**config.mk**
```make
export PLATFORM = sky130hd
export DESIGN_NAME = tesq_cell
export DESIGN_NICKNAME = d
export VERILOG_FILES = /design/src/rtl/tesq_pkg.sv /design/src/rtl/tesq_cell.sv
export SDC_FILE = /design/constraint.sdc
export NUM_CORES = 1
export LEC_CHECK = 0
export BUFFER_PORTS_ARGS = -buffer_cell sky130_fd_sc_hd__buf_2
export CAP_MARGIN = 15
export CORE_AREA = 2 2 264 266
export CTS_CLUSTER_DIAMETER = 120
export DETAILED_ROUTE_END_ITERATION = 8
export DIE_AREA = 0 0 266 268
export PLACE_DENSITY = 0.48
export SLEW_MARGIN = 15
export SYNTH_ARGS = -nofsm -noshare
export SYNTH_HDL_FRONTEND = slang
export SYNTH_SLANG_ARGS = --single-unit
```
**constraint.sdc**
```tcl
create_clock -name clk -period 9.65 [get_ports clk]
set_input_delay 0.4825 -clock clk [delete_from_list [all_inputs] [get_ports clk]]
set_output_delay 0.4825 -clock clk [all_outputs]
set_load 0.01 [all_outputs]
```
**src/rtl/tesq_pkg.sv**
```systemverilog
package tesq_pkg;

    // Operation selector carried on the input tuser
    typedef enum logic [1:0] {
        FUNC_INSERT   = 2'd0,
        FUNC_DELETE   = 2'd1,
        FUNC_DISPATCH = 2'd2,
        FUNC_CLEAR    = 2'd3
    } func_t;

    // Result status carried on the output tuser
    typedef enum logic [1:0] {
        STAT_OK        = 2'd0,
        STAT_NOT_FOUND = 2'd1,
        STAT_FULL      = 2'd2,
        STAT_NONE      = 2'd3
    } status_t;

    localparam int TIME_W  = 48;
    localparam int DELAY_W = 32;
    localparam int CODE_W  = 8;
    localparam int DATA_W  = 32;
    localparam int HAND_W  = 8;
    localparam int ID_W    = 32;

    localparam int IN_TDATA_W  = 168;
    localparam int IN_TUSER_W  = 2;
    localparam int OUT_TDATA_W = 128;
    localparam int OUT_TUSER_W = 2;

    // One queued event as held in a cell
    typedef struct packed {
        logic [TIME_W-1:0]  expiry;
        logic [DELAY_W-1:0] period;
        logic [CODE_W-1:0]  code;
        logic               periodic;
        logic [DATA_W-1:0]  data;
        logic [HAND_W-1:0]  handler;
        logic [ID_W-1:0]    ident;
    } entry_t;

    typedef enum logic [1:0] {
        CELL_HOLD   = 2'd0,
        CELL_INSERT = 2'd1,
        CELL_SHIFT  = 2'd2,
        CELL_CLEAR  = 2'd3
    } cell_op_t;

    // Broadcast control from the sequencer to every cell
    typedef struct packed {
        cell_op_t       op;
        entry_t         ins;
        logic [ID_W-1:0] target;
    } cell_ctrl_t;

    // Expiry as time plus delay, saturated at the top of the time range
    function automatic logic [TIME_W-1:0] sat_add(input logic [TIME_W-1:0] base,
                                                  input logic [DELAY_W-1:0] dly);
        logic [TIME_W:0] sum;
        sum = {1'b0, base} + {{(TIME_W + 1 - DELAY_W){1'b0}}, dly};
        return sum[TIME_W] ? {TIME_W{1'b1}} : sum[TIME_W-1:0];
    endfunction

endpackage

```
**src/rtl/tesq_cell.sv**
```systemverilog
module tesq_cell (
    input  logic                      clk,
    input  logic                      rst_n,
    input  tesq_pkg::cell_ctrl_t      ctrl,
    input  logic                      shift_en,
    input  tesq_pkg::entry_t          prev_entry,
    input  logic                      prev_valid,
    input  logic                      prev_le,
    input  tesq_pkg::entry_t          next_entry,
    input  logic                      next_valid,
    output tesq_pkg::entry_t          entry,
    output logic                      valid,
    output logic                      le,
    output logic                      hit
);
    import tesq_pkg::*;

    entry_t entry_reg;
    entry_t entry_next;
    logic   valid_reg;
    logic   valid_next;

    assign entry = entry_reg;
    assign valid = valid_reg;

    // Stay in place on insert when this event is due no later than the new one
    assign le  = valid_reg && (entry_reg.expiry <= ctrl.ins.expiry);
    assign hit = valid_reg && (entry_reg.ident == ctrl.target);

    // Select the next content: keep, take the new event, move one place, or clear
    always_comb
    begin
        entry_next = entry_reg;
        valid_next = valid_reg;
        case (ctrl.op)
            CELL_INSERT:
            begin
                if (!le)
                begin
                    if (prev_le)
                    begin
                        entry_next = ctrl.ins;
                        valid_next = 1'b1;
                    end
                    else
                    begin
                        entry_next = prev_entry;
                        valid_next = prev_valid;
                    end
                end
            end
            CELL_SHIFT:
            begin
                if (shift_en)
                begin
                    entry_next = next_entry;
                    valid_next = next_valid;
                end
            end
            CELL_CLEAR:
            begin
                valid_next = 1'b0;
            end
            default:
            begin
                entry_next = entry_reg;
                valid_next = valid_reg;
            end
        endcase
    end

    always_ff @(posedge clk or negedge rst_n)
    begin
        if (!rst_n)
        begin
            valid_reg <= 1'b0;
        end
        else
        begin
            valid_reg <= valid_next;
        end
    end

    always_ff @(posedge clk)
    begin
        entry_reg <= entry_next;
    end

endmodule

```
* Word-level counts from Yosys, hierarchy flattened *
Cells that the tools add are included.

storage, ports and cells
  bits in latches = 0
  bits in writable memories = 0
  logic and storage cells = 29
  memories = 0
  register bits after elaboration = 162
  ROM bits = 0
  output and inout bits = 164

cells by class
  magnitude comparators = 1
  equality and inequality tests = 6
  shift operators = 0
  reduce and logical (&&, ||, !) cells = 6
  add/sub/neg operators = 0
  div/mod/pow operators = 0
  multiplexer cells = 8
  multiply operators = 0
  bitwise operators = 0

operators by type and width
  kind                                                             number
  161-bit 2-to-1 mux                                               3
  161-bit case mux with 2 select lines                             1
  48-bit less-or-equal comparator                                  1
  32-bit == test                                                   1
  3-bit AND reduction                                              2
  2-bit == test, second input constant                             2
  2-bit inequality test, second input constant                     2
  1-bit 2-to-1 mux                                                 3
  1-bit case mux with 3 select lines                               1
  3-bit nonzero test                                               1
  2-bit by 1-bit == test with 1-bit output, second input constant  1
  1-bit logical AND                                                2
  2-bit nonzero test                                               1

* Longest topological paths before layout *
  depth after elaboration = 4
  depth in mapped cells = 8

* Worst setup path before layout *
Ideal clock, no wire load.

  path type = input port to flip-flop
  start point = in ctrl[174] (netlist bit)
  end point = reg entry_reg (netlist bit entry[0]) (enable)
  buffers on the path = 0
  data arrival time = 9.632 ns
  cell stages on the path = 7
  library setup time = 0.735 ns
  path slack = -0.717 ns
  cell sequence = inv_1 -> ha_1 -> nand4_2 -> or4_1 -> and3b_2 -> a2111oi_4 -> a21oi_1

on the way
  word-level cells in the longest chain between the ends = 4

RTL lines
  item                                    line             RTL
  from (decl)                             tesq_cell.sv:4   input tesq_pkg::cell_ctrl_t ctrl,
  48-bit less-or-equal comparator         tesq_cell.sv:27  assign le = valid_reg && (entry_reg.expiry <= ctrl.ins.expiry);
  1-bit logical AND                       tesq_cell.sv:27
  net le                                  tesq_cell.sv:13  output logic le,
  2-bit inequality test (no source line)  -
  3-bit AND reduction (no source line)    -
  to (signal assigned)                    tesq_cell.sv:86  entry_reg <= entry_next;
  to (decl)                               tesq_cell.sv:18  entry_t entry_reg;

The timed path passes the listed nets, and every way through them passes these cells.
A chain may end at the register's enable or synchronous reset.

* Final worst setup path *
  start point = reg entry_reg (netlist bit entry[159])
  end point = reg entry_reg (netlist bit entry[55]) (enable)

on the way
  word-level cells in the longest chain between the ends = 4

RTL lines
  item                                    line
  48-bit less-or-equal comparator         tesq_cell.sv:27
  1-bit logical AND                       tesq_cell.sv:27
  2-bit inequality test (no source line)  -
  3-bit AND reduction (no source line)    -

Every way passes these cells.

==> results.txt <==
Hold Violations, Final: 0
Initial antenna violation count: 20
Root buf cell: clkbuf_16
Post-route DRC violation count: 0
First-pass GRT wire length: 62.7 mm
Syn Nets: 1498
Layout cells sized above 1: 45.8%
Pwr/cell area: 139 nW/µm²
Synth Flop Type: edfxtp_1
Post-CTS Setup Inserts: 0
Global route overflow: 0
Wirelength, routed: 45.0 mm
Switching Share: 30.5%
Hold_buf cts: 1
Most used cell, CP: buf_4
P&R area growth vs syn: 51.7%
I/O pin total: 687
Sequential area share after synthesis: 49.8%
Initial DRC Count: 363
Die area: 71300 µm²
Worst hold path type: input pin to register
Leakage: 6.85 nW
Port Buf Inserts: 686
Cell Area, Placed: 14200 µm²
Routed vias/inst: 3.85
Initial Util: 14.3%
Outcome: finished, final reports clean
Core area: 68200 µm²
Synth area leader: edfxtp_1
Setup WS post-layout: 5.71 ns
Netlist cell types: 38
Slowest stage delay, CP: 0.74 ns
Required @ worst endpoint: 9.74 ns
Number of CTS-inserted buffers: 17
Switching pwr: 0.000627 W
Clock Sinks: 162
Post-DP HPWL: 38.0 mm
Die extent in y: 268 µm
RSZ-0062 raised after global routing: no
Top cell type's share of synthesized area: 49.5%
Worst Clk Skew: 0.0229 ns
Critical Path Start Type: register
CTS clk-pin slew, worst paths: 0.08 ns
GRT Total Usage: 12.1%
Internal power: 0.00143 W
VDD IR max: 0.0000991 V
H-tree depth: 4
Critical-path maximum fanout: 64
Yosys reg bits: 162
DRT antenna net count: 0
TritonCTS clock tree: done
Routed vias: 9597
Slowest CP cell: buf_4
Worst Path Buf+Inv: 2
CTS Buffer Depth: 2
CP Class: register to register
Period utilisation layout: 40.8%
Yosys warns: 0
Delay-heaviest family, CP: buffers and inverters
Drt pass-1 iters: 4
Gate Count Post-Synth: 927
Worst setup EP type: register
Reg area: 4860 µm²
Worst-case hold slack: 0.282 ns
Slew @ Worst Pin: 0.979 ns
Final instance area: 14800 µm²
TNS Setup: 0 ns
Final number of setup-violating endpoints: 0
Number of global-route vias before repair: 9974
Critical-path cell list: ha_1, nand4_1, nor4_1, o21ai_0, a21oi_1, a2111oi_4, a21oi_4, buf_4, buf_4
Placer Congestion: 0.923
Worst-Skew Late Latency: 0.47 ns
Routed WL per cell: 18.1 µm
Place WS: 5.36 ns
Multi-input gate area in the final layout: 4510 µm²
Final core utilization: 21.7%
Share of power burned in registers: 43.2%
Critical path data arrival time: 4.03 ns
Fmax: 254 MHz
Largest net degree at the start of global routing: 104
Layout Nets: 2160
Post-synth EDFFs: 161
Post-Syn Area per Cell: 10.5 µm²
Post-Syn Area: 9760 µm²
Max_cap viols: 0
Ys async rst share: 0.617%
Die width: 266 µm
Post-cts sizing count: 0
Clock power frac: 34.1%
Max reg flops: 161
Combinational fraction of design power: 22.6%
Largest cells by area after synthesis: edfxtp_1 (50%), mux2i_1 (17%), nand2_1 (6.5%)
Slew Viols, Final: 0
Row count: 96
Min Tclk post-route: 3.94 ns
Max-slew headroom: 34.8%
Filler cells: 7575
==> metrics by stage <==
stage,total power (W),cells
final,0.00206,2491
after global routing,0.00217,2485
after CTS,0.00211,2484
after detailed placement,0.00138,2451
after global placement,0.00138,2451
after floorplan,0.00112,927
==> tightest hold or removal path, stage by stage <==
cell and delay (ns):
buf_2 0.08, nand2_1 0.03, o21ai_0 0.06
==> cell usage after synthesis, drive strengths merged, types with 5 or more instances <==
cell type	n
nand2	170
o21ai	168
edfxtp	161
mux2i	161
inv	52
ha	48
clkbuf	40
xnor2	28
a21oi	24
nand4	19
buf	13
nand3	7
nor2	5
==> path summary, 6_finish.rpt <==
kind | startpoint | to | slack [ns] | depth (start not counted)
max | entry[159] | entry[55] | 5.71 | 9
min | next_entry[71] | entry[71] | 0.28 | 3
max reg2reg | entry[159] | entry[55] | 5.71 | 9
min reg2reg | valid | valid | 1.02 | 3
max in group asynchronous | rst_n | valid | 9.20 | 2
min in group asynchronous | rst_n | valid | 0.36 | 2
==> placed cells by master (no fill, tap or decap), types with 4 or more instances in the layout <==
cell,count
a21oi_1,23
buf_2,685
buf_4,9
clkbuf_16,17
diode_2,7
edfxtp_1,161
ha_1,48
inv_1,51
mux2i_1,161
nand2_1,170
nand3_1,7
nand4_1,17
nor2_1,4
nor4_1,4
o21ai_0,76
o21ai_1,92
xnor2_1,28
xor2_1,4
==> power by group through the flow <==
stage,sequential (W),combinational (W),clock (W)
floorplan,0.000934,0.000190,0
global placement,0.000905,0.000471,0
detailed placement,0.000905,0.000476,0
CTS,0.000890,0.000477,0.000743
global route,0.000895,0.000513,0.000763
finish,0.000889,0.000466,0.000702
==> area by class of cell <==
cell class,instances,area share (%)
clock buffers,17,2.87
inverters,52,1.32
multi-input cells,660,30.5
well taps,882,7.45
clock inverters,15,1.17
repair buffers,696,23.8
flip-flops and latches,162,32.8
diodes,7,0.118
==> cells by family after synthesis <==
kind of cell,Yosys count,share of synthesized area [%]
AO/OA/AOI/OAI,205,11.1
XOR/XNOR,32,2.87
adder cells (fa/ha/maj),48,6.15
buffers and inverters,105,4.18
flip-flops,162,49.8
multiplexers,161,16.5
AND/OR/NAND/NOR,214,9.39
==> routing by layer <==
metal | global-route usage, % | routed length (µm)
met1 | 12.8 | 17100
met2 | 22.0 | 22700
met3 | 4.62 | 3860
met4 | 4.21 | 1290
met5 | 0 | 108
No activity file was read; power rests on OpenSTA's default activity.
